File: src/s5st_pkg.sv
package s5st_pkg;

    localparam int BYTE_W    = 8;
    localparam int STATUS_W  = 2;
    localparam int WORD_W    = 16;
    localparam int SLP_SHIFT = 10;
    localparam int VAL_W     = WORD_W - SLP_SHIFT;
    localparam int WIN_DEPTH = 5;
    localparam int SEEN_W    = 3;
    localparam int SKIP_W    = 3;

    localparam logic [BYTE_W-1:0] CH_UNDER   = 8'h5F;
    localparam logic [BYTE_W-1:0] CH_S       = 8'h53;
    localparam logic [BYTE_W-1:0] CH_FIVE    = 8'h35;
    localparam logic [BYTE_W-1:0] CH_BSLASH  = 8'h5C;
    localparam logic [BYTE_W-1:0] OP_NAME    = 8'h08;
    localparam logic [BYTE_W-1:0] OP_BYTEPFX = 8'h0A;

    typedef enum logic [STATUS_W-1:0] {
        ST_FOUND     = 2'd0,
        ST_PARSE_ERR = 2'd1,
        ST_ABSENT    = 2'd2,
        ST_TRUNC     = 2'd3
    } status_t;

    typedef enum logic [8:0] {
        PH_SCAN   = 9'b000000001,
        PH_OPCODE = 9'b000000010,
        PH_LEAD   = 9'b000000100,
        PH_SKIP   = 9'b000001000,
        PH_A      = 9'b000010000,
        PH_A_VAL  = 9'b000100000,
        PH_B      = 9'b001000000,
        PH_B_VAL  = 9'b010000000,
        PH_DONE   = 9'b100000000
    } phase_t;

    typedef struct packed {
        logic hit;
        logic prefix_ok;
    } s5st_match_t;

    typedef struct packed {
        logic shift;
        logic clear;
    } s5st_win_ctl_t;

    function automatic logic [WORD_W-1:0] sleep_word(input logic [BYTE_W-1:0] v);
        sleep_word = {v[VAL_W-1:0], {SLP_SHIFT{1'b0}}};
    endfunction

endpackage

File: src/s5st_name_match.sv
module s5st_name_match (
    input  logic                     clk,
    input  logic                     rst_n,
    input  s5st_pkg::s5st_win_ctl_t  ctl,
    input  logic [7:0]               data_byte,
    output s5st_pkg::s5st_match_t    match
);
    import s5st_pkg::*;

    logic [BYTE_W-1:0] win_reg  [WIN_DEPTH];
    logic [BYTE_W-1:0] win_next [WIN_DEPTH];
    logic [SEEN_W-1:0] seen_reg;
    logic [SEEN_W-1:0] seen_next;

    always_comb
    begin
        match.hit = (seen_reg >= SEEN_W'(3)) && (win_reg[2] == CH_UNDER)
                 && (win_reg[1] == CH_S) && (win_reg[0] == CH_FIVE)
                 && (data_byte == CH_UNDER);
        match.prefix_ok = ((seen_reg >= SEEN_W'(4)) && (win_reg[3] == OP_NAME))
                       || ((seen_reg >= SEEN_W'(5)) && (win_reg[4] == OP_NAME)
                           && (win_reg[3] == CH_BSLASH));
    end

    always_comb
    begin
        win_next  = win_reg;
        seen_next = seen_reg;
        if (ctl.clear)
        begin
            for (int i = 0; i < WIN_DEPTH; i++)
            begin
                win_next[i] = '0;
            end
            seen_next = '0;
        end
        else if (ctl.shift)
        begin
            win_next[0] = data_byte;
            for (int i = 1; i < WIN_DEPTH; i++)
            begin
                win_next[i] = win_reg[i-1];
            end
            if (seen_reg < SEEN_W'(WIN_DEPTH))
            begin
                seen_next = seen_reg + SEEN_W'(1);
            end
        end
    end

    always_ff @(posedge clk or negedge rst_n)
    begin
        if (!rst_n)
        begin
            for (int i = 0; i < WIN_DEPTH; i++)
            begin
                win_reg[i] <= '0;
            end
            seen_reg <= '0;
        end
        else
        begin
            win_reg  <= win_next;
            seen_reg <= seen_next;
        end
    end

endmodule

File: src/aml_s5_sleep_type_scanner_core.sv
// Scans an ACPI definition block, one byte per transaction, for the first _S5_ name
// (prefixed by 0x08 or 0x08 and a backslash) and returns its two sleep-type words
// shifted into register position. Exactly one result per block: found, parse error,
// not present (on the last byte) or truncated. Every byte is handled in the cycle it
// is accepted, so a byte can be taken every clock. The single output register frees in
// the same cycle its result is taken, so input keeps flowing while out_ready is high;
// a result left waiting with out_ready low holds off input until it is taken.
module aml_s5_sleep_type_scanner_core (
    input  logic                          clk,
    input  logic                          rst_n,
    input  logic                          in_valid,
    output logic                          in_ready,
    input  logic [7:0]                    data_byte,
    input  logic                          last_byte,
    output logic                          out_valid,
    input  logic                          out_ready,
    output logic [s5st_pkg::STATUS_W-1:0] status,
    output logic [s5st_pkg::WORD_W-1:0]   sleep_type_a,
    output logic [s5st_pkg::WORD_W-1:0]   sleep_type_b
);
    import s5st_pkg::*;

    phase_t             phase_reg, phase_next, phase_step;
    logic [SKIP_W-1:0]  skip_reg, skip_next;
    logic [VAL_W-1:0]   held_a_reg, held_a_next;
    logic               out_valid_reg, out_valid_next;
    status_t            status_reg;
    logic [WORD_W-1:0]  type_a_reg, type_b_reg;

    logic               in_fire;
    logic               emit;
    status_t            emit_status;
    logic [WORD_W-1:0]  emit_a, emit_b;
    s5st_win_ctl_t      win_ctl;
    s5st_match_t        match;

    assign in_ready = !out_valid_reg || out_ready;
    assign in_fire  = in_valid && in_ready;

    assign win_ctl.shift = in_fire && (phase_reg == PH_SCAN);
    assign win_ctl.clear = in_fire && last_byte;

    s5st_name_match u_match (
        .clk       (clk),
        .rst_n     (rst_n),
        .ctl       (win_ctl),
        .data_byte (data_byte),
        .match     (match)
    );

    always_comb
    begin
        phase_step  = phase_reg;
        skip_next   = skip_reg;
        held_a_next = held_a_reg;
        emit        = 1'b0;
        emit_status = ST_ABSENT;
        emit_a      = '0;
        emit_b      = '0;
        case (phase_reg)
            PH_SCAN:
            begin
                if (match.hit)
                begin
                    if (match.prefix_ok)
                    begin
                        phase_step = PH_OPCODE;
                    end
                    else
                    begin
                        emit        = 1'b1;
                        emit_status = ST_PARSE_ERR;
                        phase_step  = PH_DONE;
                    end
                end
                else if (last_byte)
                begin
                    emit        = 1'b1;
                    emit_status = ST_ABSENT;
                end
            end
            PH_OPCODE:
            begin
                phase_step = PH_LEAD;
            end
            PH_LEAD:
            begin
                skip_next  = SKIP_W'(data_byte[7:6]) + SKIP_W'(1);
                phase_step = PH_SKIP;
            end
            PH_SKIP:
            begin
                if (skip_reg != '0)
                begin
                    skip_next = skip_reg - SKIP_W'(1);
                end
                if (skip_reg <= SKIP_W'(1))
                begin
                    phase_step = PH_A;
                end
            end
            PH_A, PH_A_VAL:
            begin
                if ((phase_reg == PH_A) && (data_byte == OP_BYTEPFX))
                begin
                    phase_step = PH_A_VAL;
                end
                else
                begin
                    held_a_next = data_byte[VAL_W-1:0];
                    phase_step  = PH_B;
                end
            end
            PH_B, PH_B_VAL:
            begin
                if ((phase_reg == PH_B) && (data_byte == OP_BYTEPFX))
                begin
                    phase_step = PH_B_VAL;
                end
                else
                begin
                    emit        = 1'b1;
                    emit_status = ST_FOUND;
                    emit_a      = {held_a_reg, {SLP_SHIFT{1'b0}}};
                    emit_b      = sleep_word(data_byte);
                    phase_step  = PH_DONE;
                end
            end
            default:
            begin
                phase_step = PH_DONE;
            end
        endcase

        phase_next = phase_step;
        if (last_byte)
        begin
            if (!emit && (phase_step != PH_DONE) && (phase_step != PH_SCAN))
            begin
                emit        = 1'b1;
                emit_status = ST_TRUNC;
            end
            phase_next  = PH_SCAN;
            skip_next   = '0;
            held_a_next = '0;
        end
    end

    assign out_valid_next = (in_fire && emit) || (out_valid_reg && !out_ready);

    always_ff @(posedge clk or negedge rst_n)
    begin
        if (!rst_n)
        begin
            phase_reg     <= PH_SCAN;
            skip_reg      <= '0;
            held_a_reg    <= '0;
            out_valid_reg <= 1'b0;
        end
        else
        begin
            out_valid_reg <= out_valid_next;
            if (in_fire)
            begin
                phase_reg  <= phase_next;
                skip_reg   <= skip_next;
                held_a_reg <= held_a_next;
            end
        end
    end

    always_ff @(posedge clk)
    begin
        if (in_fire && emit)
        begin
            status_reg <= emit_status;
            type_a_reg <= emit_a;
            type_b_reg <= emit_b;
        end
    end

    assign out_valid    = out_valid_reg;
    assign status       = status_reg;
    assign sleep_type_a = type_a_reg;
    assign sleep_type_b = type_b_reg;

    a_last_restarts_scan: assert property (@(posedge clk) disable iff (!rst_n)
        (in_fire && last_byte) |=> (phase_reg == PH_SCAN))
        else $error("scan phase not restored after last byte");

    a_value_emits_found: assert property (@(posedge clk) disable iff (!rst_n)
        (in_fire && (phase_reg == PH_B_VAL)) |=> (out_valid_reg && (status_reg == ST_FOUND)))
        else $error("second value did not produce a found result");

    a_words_zero_unless_found: assert property (@(posedge clk) disable iff (!rst_n)
        (out_valid_reg && (status_reg != ST_FOUND)) |-> ((type_a_reg == '0) && (type_b_reg == '0)))
        else $error("sleep-type words nonzero without found status");

    a_empty_output_takes_input: assert property (@(posedge clk) disable iff (!rst_n)
        !out_valid_reg |-> in_ready)
        else $error("input stalled with empty output register");

endmodule

File: config.mk
export PLATFORM = sky130hd
export DESIGN_NAME = aml_s5_sleep_type_scanner_core
export DESIGN_NICKNAME = d
export VERILOG_FILES = /design/src/s5st_pkg.sv /design/src/s5st_name_match.sv /design/src/aml_s5_sleep_type_scanner_core.sv
export SDC_FILE = /design/constraint.sdc
export NUM_CORES = 1
export LEC_CHECK = 0
export BUFFER_PORTS_ARGS = -buffer_cell sky130_fd_sc_hd__buf_2
export CAP_MARGIN = 20
export CORE_AREA = 10 10 122 151
export DETAILED_ROUTE_END_ITERATION = 16
export DIE_AREA = 0 0 132 161
export PLACE_DENSITY = 0.42
export SYNTH_ARGS = -nofsm -noshare
export SYNTH_HDL_FRONTEND = slang
export SYNTH_SLANG_ARGS = --single-unit
File: constraint.sdc
create_clock -name clk -period 3.1 [get_ports clk]
set_input_delay 0.62 -clock clk [delete_from_list [all_inputs] [get_ports clk]]
set_output_delay 0.62 -clock clk [all_outputs]
set_load 0.02 [all_outputs]
==> out/results.txt, run 1 <==
Worst setup EP type: register
Peak Freq: 404.2 MHz
Number of max-cap violations: 0
Critical Path Slowest Stage Cell: nor4_2
Synth-to-layout area growth: 19.63%
CTS root buf: clkbuf_16
Post-Route M1 WL: 4.339 mm
Sink Count: 76
Synth cell count leaders: dfrtp_1, nand2_1, a21oi_1
CP top delay family: simple AND/OR/NAND/NOR gates
Clock Skews: 0.01089 ns
Row Count: 51
Post-Layout Cell Count: 630
Initial Util: 24.50%
GRT Overall Usage: 9.954%
Vias in the first global route: 2,929
Num CTS Buffers: 9
Peak supply drop: 0.2876 mV
Tcrit/Tclk final: 79.81%
Skew-Pair Late Insertion Delay: 0.34 ns
Final wirelength: 10.37 mm
Synth area leader: dfrtp_1
Boundary pin count: 49
Max reg flops: 40
Final HPWL DP: 7.689 mm
Yosys warns: 0
Fraction of registers with async set/reset: 81.58%
CP Launch Type: primary input
Die footprint: 21,250 sq um
Detail Route Antenna Nets: 0
CTS tree: yes
Die height: 161 microns
Cell area after synthesis: 3799 sq um
DR iter-0 viols: 234
Total grt overflow: 0
Post-Syn Instances: 368
Worst hold path type: primary input to async pin
Cts hold-fix bufs: 0
Total core area: 15,510 sq um
Post-cts sizing count: 0
NumNets Final: 436
Post-DR wirelength/cell: 16.46 microns
Commonest register cell after synthesis: dfrtp_1
Util after Layout: 29.31%
Layout cell share with drive strength beyond 1: 19.14%
Cell Area, Placed: 4240 sq um
Met2 wire length: 5.513 mm
Initial antenna violation count: 0
Final setup violation count: 0
Synth area leaders: dfrtp_1, edfxtp_1, nand2_1
1st-pass router iterations: 5
Status: complete, no violations
H-Tree Depth: 3
Critical path arrival: 2.51 ns
WP buf/inv: 3
Met3 Wirelength: 338 microns
Port-buffer cells: 28
Cell Pwr Density: 597.6 nW/um^2
Design Area, Final: 4544 sq um
Avg Synthesized Cell Area: 10.32 sq um
DR vias: 2,881
Largest net degree at the start of global routing: 36
Post-synth EDFFs: 14
Max layer used: met4
Cell Chain, Critical Path: buf_2, inv_1, ha_1, nor4bb_1, nand4_1, nor4_2, a311oi_1, nor2_1, buf_4
Post CTS Setup Buffer Count: 0
#FFs+latches synth: 76
Die width: 132 microns
Routed vias/inst: 4.573
Critical path type: primary input to register
Max-slew violations: 0
RSZ-0062 raised after global routing: no
Clock Pin Slew Worst Setup and Hold Paths: 0.07 ns
Critical Path Max Stage Delay: 0.42 ns
Seq/Total Area, Yosys: 51.94%
Worst Path Required: 3.13 ns
Critical Path Fanout Max: 12
Min Tclk post-route: 2.474 ns
Leak pwr: 1.957 nW
Number of remaining DRC errors: 0
Clock Path Buffers: 2
Ant diodes: 0
Synth top area share: 40.18%
Gpl congestion: 0.7801
Fin. Hold Viols: 0
DP Cell Count: 613
First-pass GRT wire length: 16.70 mm
Unique masters post-synth: 63
Slew @ Worst Pin: 0.7262 ns
Slew HR: 51.59%
Cell with the most instances after synthesis: dfrtp_1
==> cells by family (layout without fill, tap and decap cells) <==
kind of cell	Yosys count	after routing	share of synthesized area [%]
compound gates	86	86	16.11
fa+ha+maj	10	10	3.294
buf+inv	55	86	7.773
flops	76	76	51.94
mux	1	1	0.2964
simple gates	137	137	20.03
other cells	1	20	0.09872
xor+xnor	2	2	0.4612
==> final cells by class <==
class | instances | area (sq um)
clock inverter | 4 | 50.05
clock buffer | 12 | 246.5
timing repair buffer | 54 | 347.8
fill | 1629 | 10960
multi-input combinational | 256 | 1602
sequential | 76 | 1973
tap | 212 | 265.3
inverter | 16 | 60.06
==> layer usage <==
metal,GRT usage [%],up-vias
met5,0,-
met4,3.749,0
met3,2.173,10
met2,17.80,56
met1,11.31,1441
li1,-,1374
==> worst paths after layout <==
check | cells past startpoint | from | endpoint | slack [ns]
max in group asynchronous | 2 | rst_n | phase_reg[0]$_DFFE_PN1P_ | 2.04
setup reg to reg | 6 | u_match.win_reg[5]$_DFFE_PN0P_ | sleep_type_a[14]$_SDFFCE_PP0P_ | 0.66
hold / removal | 1 | rst_n | held_a_reg[3]$_DFFE_PN0P_ | 0.34
setup / recovery | 9 | data_byte[7] | sleep_type_a[14]$_SDFFCE_PP0P_ | 0.63
hold reg to reg | 2 | u_match.win_reg[5]$_DFFE_PN0P_ | u_match.win_reg[5]$_DFFE_PN0P_ | 0.52
min in group clk | 2 | u_match.win_reg[5]$_DFFE_PN0P_ | u_match.win_reg[5]$_DFFE_PN0P_ | 0.52
==> where the power goes <==
part | internal, mW | leakage (nW) | total (mW) | switching [mW]
combinational | 0.163 | 0.843 | 0.452 | 0.288
clock | 0.645 | 0.139 | 1.06 | 0.411
sequential | 1.12 | 0.975 | 1.21 | 0.0879
total | 1.93 | 1.96 | 2.72 | 0.788
==> metrics by stage <==
stage | TNS [ns] | hold WS [ns] | setup WS [ns] | power (mW)
2_1_floorplan | 0 | 0.3244 | 0.3770 | 1.519
3_3_place_gp | -2.235 | 0.4952 | -0.1601 | 1.680
3_5_place_dp | -3.447 | 0.5060 | -0.2466 | 1.686
4_1_cts | 0 | 0.3679 | 0.1065 | 2.749
5_1_grt | 0 | 0.3930 | 0.5118 | 2.867
6_report | 0 | 0.3406 | 0.6260 | 2.716
==> cell usage in the layout, fill, tap and decap left out, drive strengths merged, types with 10 or more instances in the layout <==
cell,netlist,layout
dfrtp,61,61
nand2,61,61
buf,29,54
a21oi,24,24
a22o,22,22
conb,1,20
inv,15,15
edfxtp,14,14
and2,14,14
nor2,13,13
clkbuf,10,12
ha,10,10
Power figures use the tool's default switching activity.
==> inputs of run 2 (changes only) <==
Settings changed: ABC_AREA set to 1, CORE_AREA 10 10 122 151 to 10 10 121 150, DIE_AREA 0 0 132 161 to 0 0 131 160, PLACE_DENSITY 0.42 to 0.43.
Clock period 3.1 ns to 1.99 ns, I/O delays scaled along.
==> run 2 against run 1 <==
- the flow now finishes with violations (negative setup slack)
- critical path depth grew 4
- clock skew shrank 0.0054 ns
- area after synthesis shrank 1.4%
- worst hold slack lost 0.27 ns
- first-iteration DRC count shrank 48%
==> out/results.txt, run 2 <==
Critical path type: register to register
Boundary pin count: 49 (unchanged)
First-pass GRT wire length: 15.38 mm (-7.9%)
NumNets Final: 507 (+16%)
Initial Util: 24.34% (-0.15 points)
Multiplexer share of the synthesized area: 0% (-0.30 points)
Port-buffer cells: 28 (unchanged)
Cell Pwr Density: 1151 nW/um^2 (+93%)
Max-slew violations: 0 (unchanged)
Clock Skews: 0.005517 ns (-0.005375 ns)
Synth cell count leaders: inv_1, dfrtp_1, nor2_1
Commonest register cell after synthesis: dfrtp_1
Fin. Hold Viols: 0 (unchanged)
Design Power: 5.405 mW (+99%)
Leak pwr: 2.151 nW (+9.9%)
Initial antenna violation count: 0 (unchanged)
Largest family of logic cells by synthesized area: simple AND/OR/NAND/NOR gates
Peak Freq: 485.0 MHz
Post-DR wirelength/cell: 13.45 microns (-18%)
Number of remaining DRC errors: 0 (unchanged)
#FFs+latches synth: 76 (unchanged)
Cell with the most instances after synthesis: inv_1
Critical Path Slowest Stage Cell: dfrtp_1
Critical Path Fanout Max: 12 (unchanged)
TNS Setup: -0.8735 ns (-0.8735 ns)
Final setup violation count: 14 (+14)
GRT Overall Usage: 9.262% (-0.69 points)
CP Launch Type: register
Met3 usage: 2.484% (+0.31 points)
Ant diodes: 0 (unchanged)
Total grt overflow: 0 (unchanged)
Row Count: 51 (unchanged)
Fraction of registers with async set/reset: 81.58% (unchanged)
H-Tree Depth: 3 (unchanged)
DR vias: 2,903 (+0.76%)
Detail Route Antenna Nets: 0 (unchanged)
Critical Path Max Stage Delay: 0.38 ns (-0.04 ns)
Num CTS Buffers: 9 (unchanged)
Design Area, Final: 4696 sq um (+3.3%)
Share of synthesized cell area in full adder, half adder and majority cells: 3.342% (+0.048 points)
Die width: 131 microns (-0.76%)
Sink Count: 76 (unchanged)
Worst setup EP type: register
Met1 GRT Util: 10.83% (-0.48 points)
Synth Area in Simple Gates: 17.05% (-3.0 points)
Critical path arrival: 2.11 ns (-0.40 ns)
Fin worst setup slack: -0.07188 ns (-0.6979 ns)
Unique masters post-synth: 32 (-49%)
Cell area after synthesis: 3744 sq um (-1.4%)
RSZ-0062 raised after global routing: yes
DR iter-0 viols: 121 (-48%)
Post-Syn Instances: 415 (+13%)
Cell Area, Placed: 4347 sq um (+2.5%)
Routed vias/inst: 4.141 (-9.4%)
Min Tclk post-route: 2.062 ns
Avg Synthesized Cell Area: 9.021 sq um (-13%)
Cell Chain, Critical Path: ha_2, ha_4, nor2_2, nand2_1, nand4_1, nor2_2, nand2_1, nand2_2, nand2_2, nand4_1, nand3_2, inv_2, buf_12
Tcrit/Tclk final: 103.6%
Synth-to-layout area growth: 25.43%
1st-pass router iterations: 6 (+1)
Commonest non-fill, non-tap cell in the layout: inv_1
CTS root buf: clkbuf_16
Post-synth EDFFs: 14 (unchanged)
GRT Max-Usage Layer: met2
Max reg flops: 40 (unchanged)
Synth area leader: dfrtp_1
Layout cell share with drive strength beyond 1: 23.11% (+4.0 points)
CTS tree: yes
Met2 usage: 15.79% (-2.0 points)
Peak supply drop: 0.5061 mV (+76%)
Status: complete, but fails checks
Compound-Gate Fraction of Synth Area: 13.37% (-2.7 points)
Util after Layout: 30.53% (+1.2 points)
Largest net degree at the start of global routing: 63 (+75%)
Failing checks: negative setup slack
Synth area leaders: dfrtp_1, edfxtp_1, inv_1
XOR/XNOR share of the synthesized area: 0.2340% (-0.23 points)
Skew-Pair Late Insertion Delay: 0.33 ns (about the same)
Gpl congestion: 0.8008 (+2.7%)
Number of max-cap violations: 0 (unchanged)
Worst Path Required: 2.04 ns (-1.09 ns)
Seq/Total Area, Yosys: 52.71% (+0.76 points)
Synth top area share: 40.78% (+0.59 points)
Yosys warns: 0 (unchanged)
Commonest non-fill, non-tap cells in the layout: inv_1, dfrtp_1, nor2_1
Die footprint: 20,960 sq um (-1.4%)
Final HPWL DP: 6.933 mm (-9.8%)
Clock Path Buffers: 2 (unchanged)
Vias in the first global route: 3,067 (+4.7%)
Die height: 160 microns (-0.62%)
Final wirelength: 9.425 mm (-9.1%)
Total core area: 15,380 sq um (-0.82%)
Clock Pin Slew Worst Setup and Hold Paths: 0.06 ns (about the same)
Worst hold path type: primary input to async pin
==> run 2: cell type report <==
class / count / area [sq um]
fill: 1638 / 10680
sequential: 76 / 1973
multi-input combinational: 254 / 1394
timing repair buffer: 69 / 501.7
inverter: 74 / 277.8
tap: 212 / 265.3
clock buffer: 9 / 225.2
clock inverter: 7 / 58.81
==> run 2: worst paths after layout <==
kind | from | to | slack [ns] | cells past startpoint
min in group clk | data_byte[7] | u_match.win_reg[39]$_DFFE_PN0P_ | 0.37 | 3
setup / recovery | u_match.seen_reg[0]$_DFFE_PN0P_ | sleep_type_a[10]$_SDFFCE_PP0P_ | -0.07 | 13
max in group asynchronous | rst_n | u_match.win_reg[4]$_DFFE_PN0P_ | 1.61 | 2
hold / removal | rst_n | u_match.seen_reg[1]$_DFFE_PN0P_ | 0.07 | 2
hold reg to reg | u_match.win_reg[22]$_DFFE_PN0P_ | u_match.win_reg[14]$_DFFE_PN0P_ | 0.51 | 2
setup reg to reg | u_match.seen_reg[0]$_DFFE_PN0P_ | sleep_type_a[10]$_SDFFCE_PP0P_ | -0.07 | 13
==> run 2: critical path, delay by kind of cell (launching register included) <==
| family | cells | cell delay, ns |
|---|---|---|
| adders and majority gates | 2 | 0.34 |
| and+or+nand+nor | 9 | 0.82 |
| DFF | 1 | 0.38 |
| buffers and inverters | 2 | 0.24 |
==> run 2: power breakdown <==
part	switching [mW]	internal [mW]	total, mW	leakage, nW
combinational	1.05	0.697	1.75	1.06
clock	0.692	0.862	1.55	0.127
sequential	0.167	1.94	2.10	0.968
total	1.91	3.49	5.41	2.15
==> run 2: logic make-up (layout without fill, tap and decap cells) <==
family	count (synthesis)	after routing
simple gates	137	137
buf+inv	104	159
compound gates	86	86
flops	76	76
fa+ha+maj	10	10
other cells	1	20
xor+xnor	1	1
==> run 2: repair_timing <==
item	4_1_cts	5_1_grt
hold buffers	0	0
endpoints found under the setup margin	14	23
cloned	0	0
pin swaps	2	2
setup buffers	1	1
gates resized for setup	2	11
==> run 2: routing by layer <==
metal  vias up  routed length [microns]
met5         -                        0
li1       1457                        -
met2        50                     4897
met1      1388                     4060
met4         0                       84
met3         8                      383
==> run 2: per-stage QoR <==
step,setup WS (ns),std cells,hold WS [ns]
final,-0.07188,701,0.07133
after global routing,-0.2324,701,0.1009
after CTS,-0.0003173,700,0.09438
after detailed placement,-0.05671,683,0.4456
after global placement,-0.03804,683,0.4476
after floorplan,0.007954,434,0.1024
==> inputs of run 3 (changes only) <==
Settings changed: SKIP_LAST_GASP set to 1.
==> run 3 against run 2 <==
- the run still ends with negative setup slack left
- highest routed layer unchanged
- non-clock buffer count unchanged
- global-route usage about the same
- final cell count unchanged
- core utilization about the same
- sequential share of layout area about the same
- critical endpoint unchanged
- worst hold slack improved by 0.0020 ns
- combinational power about the same
- critical path type unchanged
- flip-flop and latch count unchanged
- via count increased by 0.41%
- design area about the same
- largest power group unchanged
- critical path depth unchanged
==> out/results.txt, run 3 (synthesized netlist as in run 2, its figures left out) <==
Pre-CTS WS: -0.05671 ns (unchanged)
Fin. Hold Viols: 0 (unchanged)
Die footprint: 20,960 sq um (unchanged)
H-Tree Depth: 3 (unchanged)
Cell Area, Placed: 4347 sq um (unchanged)
Initial antenna violation count: 0 (unchanged)
Final wirelength: 9.445 mm (+0.21%)
Die width: 131 microns (unchanged)
Max reg flops: 40 (unchanged)
Worst Path Required: 2.04 ns (about the same)
Combinational share of power: 32.3% (about the same)
Detail Route Antenna Nets: 0 (unchanged)
GRT Overall Usage: 9.228% (-0.034 points)
Vias in the first global route: 3,052 (-0.49%)
Sw power: 1.910 mW (-0.11%)
CP Launch Type: register
Critical Path Stages: 13 (unchanged)
Cells on worst reg2reg path: 13 (unchanged)
Initial Util: 24.34% (unchanged)
CTS root buf: clkbuf_16
Boundary pin count: 49 (unchanged)
Synth-to-layout area growth: 25.37% (about the same)
Total core area: 15,380 sq um (unchanged)
Layout cell share with drive strength beyond 1: 22.90% (-0.20 points)
Clock power share: 28.7% (about the same)
Die height: 160 microns (unchanged)
Critical Path Fanout Max: 12 (unchanged)
Clock Pin Slew Worst Setup and Hold Paths: 0.06 ns (about the same)
Cell Chain, Critical Path: ha_2, ha_4, nor2_2, nand2_1, nand4_1, nor2_2, nand2_1, nand2_2, nand2_2, nand4_1, nand3_2, inv_2, buf_12
Number of remaining DRC errors: 0 (unchanged)
Design Power: 5.399 mW (-0.11%)
DR iter-0 viols: 130 (+7.4%)
Fin worst setup slack: -0.07640 ns (-0.004524 ns)
Peak supply drop: 0.5041 mV (-0.39%)
Sink Count: 76 (unchanged)
Critical path type: register to register
Commonest non-fill, non-tap cell in the layout: inv_1
Cell Pwr Density: 1150 nW/um^2 (about the same)
Clock Path Buffers: 2 (unchanged)
Worst setup EP type: register
Sw frac: 35.37% (about the same)
RSZ-0062 raised after global routing: yes
WHS: 0.07328 ns (+0.001950 ns)
Critical Path Max Stage Delay: 0.38 ns (about the same)
Largest net degree at the start of global routing: 63 (unchanged)
DR vias: 2,915 (+0.41%)
Number of max-cap violations: 0 (unchanged)
Worst hold path type: primary input to async pin
Total grt overflow: 0 (unchanged)
First-pass GRT wire length: 15.32 mm (-0.36%)
Routed vias/inst: 4.158 (+0.41%)
WP buf/inv: 2 (unchanged)
Seq pwr share: 39.0% (about the same)
Port-buffer cells: 28 (unchanged)
Final setup violation count: 14 (unchanged)
Min Tclk post-route: 2.066 ns (+0.004524 ns)
Failing checks: negative setup slack
Clock Skews: 0.005690 ns (+0.0001730 ns)
Design Area, Final: 4693 sq um (about the same)
Critical Path Slowest Stage Cell: dfrtp_1
Critical path arrival: 2.11 ns (about the same)
Tcrit/Tclk final: 103.8% (+0.23 points)
Gpl congestion: 0.8008 (unchanged)
1st-pass router iterations: 4 (-2)
Max-slew violations: 0 (unchanged)
Ant diodes: 0 (unchanged)
NumNets Final: 507 (unchanged)
Peak Freq: 483.9 MHz (-0.22%)
Row Count: 51 (unchanged)
CTS tree: yes
CP top delay family: simple AND/OR/NAND/NOR gates
Num CTS Buffers: 9 (unchanged)
Post-DR wirelength/cell: 13.47 microns (+0.21%)
Power Internal: 3.489 mW (-0.11%)
Status: complete, but fails checks
Commonest non-fill, non-tap cells in the layout: inv_1, dfrtp_1, nor2_1
Skew-Pair Late Insertion Delay: 0.33 ns (about the same)
Final HPWL DP: 6.933 mm (unchanged)
Leak pwr: 2.151 nW (about the same)
run 3: cell counts in the layout (fill, tap and decap cells not counted):
Identical to the previous run, type by type.
run 3: layout make-up:
class / instances / area (sq um)
timing repair buffer: 69 / 501.7
clock buffer: 9 / 225.2
multi-input combinational: 254 / 1391
fill: 1637 / 10690
sequential: 76 / 1973
clock inverter: 7 / 58.81
tap: 212 / 265.3
inverter: 74 / 277.8
run 3: worst paths after layout:
check,start,endpoint,slack [ns]
worst min register to register,u_match.win_reg[22]$_DFFE_PN0P_,u_match.win_reg[14]$_DFFE_PN0P_,0.51
worst min-delay path,rst_n,u_match.seen_reg[1]$_DFFE_PN0P_,0.07
min in group clk,data_byte[7],u_match.win_reg[39]$_DFFE_PN0P_,0.37
worst max register to register,u_match.seen_reg[0]$_DFFE_PN0P_,sleep_type_a[10]$_SDFFCE_PP0P_,-0.08
max in group asynchronous,rst_n,u_match.win_reg[4]$_DFFE_PN0P_,1.61
worst max-delay path,u_match.seen_reg[0]$_DFFE_PN0P_,sleep_type_a[10]$_SDFFCE_PP0P_,-0.08
run 3: worst reg2reg max path, cell delays in order (launching register included):
cell	delay (ns)
dfrtp_1	0.38
ha_2	0.21
ha_4	0.13
nor2_2	0.03
nand2_1	0.06
nand4_1	0.14
nor2_2	0.16
nand2_1	0.10
nand2_2	0.08
nand2_2	0.07
nand4_1	0.09
nand3_2	0.10
inv_2	0.10
buf_12	0.14
run 3: per-stage QoR:
step / instances / utilization, % / setup TNS (ns)
finish: 701 / 30.52 / -0.9389
global placement: 683 / 28.26 / -0.4741
detailed placement: 683 / 28.26 / -0.7412
floorplan: 434 / - / 0
global route: 701 / 30.52 / -3.453
CTS: 700 / 30.16 / -0.1876
run 3: repair_timing:
action	4_1_cts	5_1_grt
gates resized for setup	1	11
pin swaps	2	3
hold buffers	0	0
setup buffers	1	1
endpoints found under the setup margin	14	23
run 3: power groups by stage:
stage,Clock [mW],Sequential (mW),Combinational (mW)
after floorplan,0,2.16,1.02
after global routing,1.67,2.14,1.95
after global placement,0,2.13,1.69
after detailed placement,0,2.13,1.70
after CTS,1.60,2.11,1.71
final,1.55,2.10,1.74
run 3: layer usage:
metal / GRT usage, % / vias to the layer above / wire length (microns)
li1: - / 1456 / -
met5: 0 / - / 0
met4: 3.141 / 0 / 88
met1: 10.83 / 1395 / 4028
met3: 2.484 / 10 / 398
met2: 15.68 / 54 / 4930
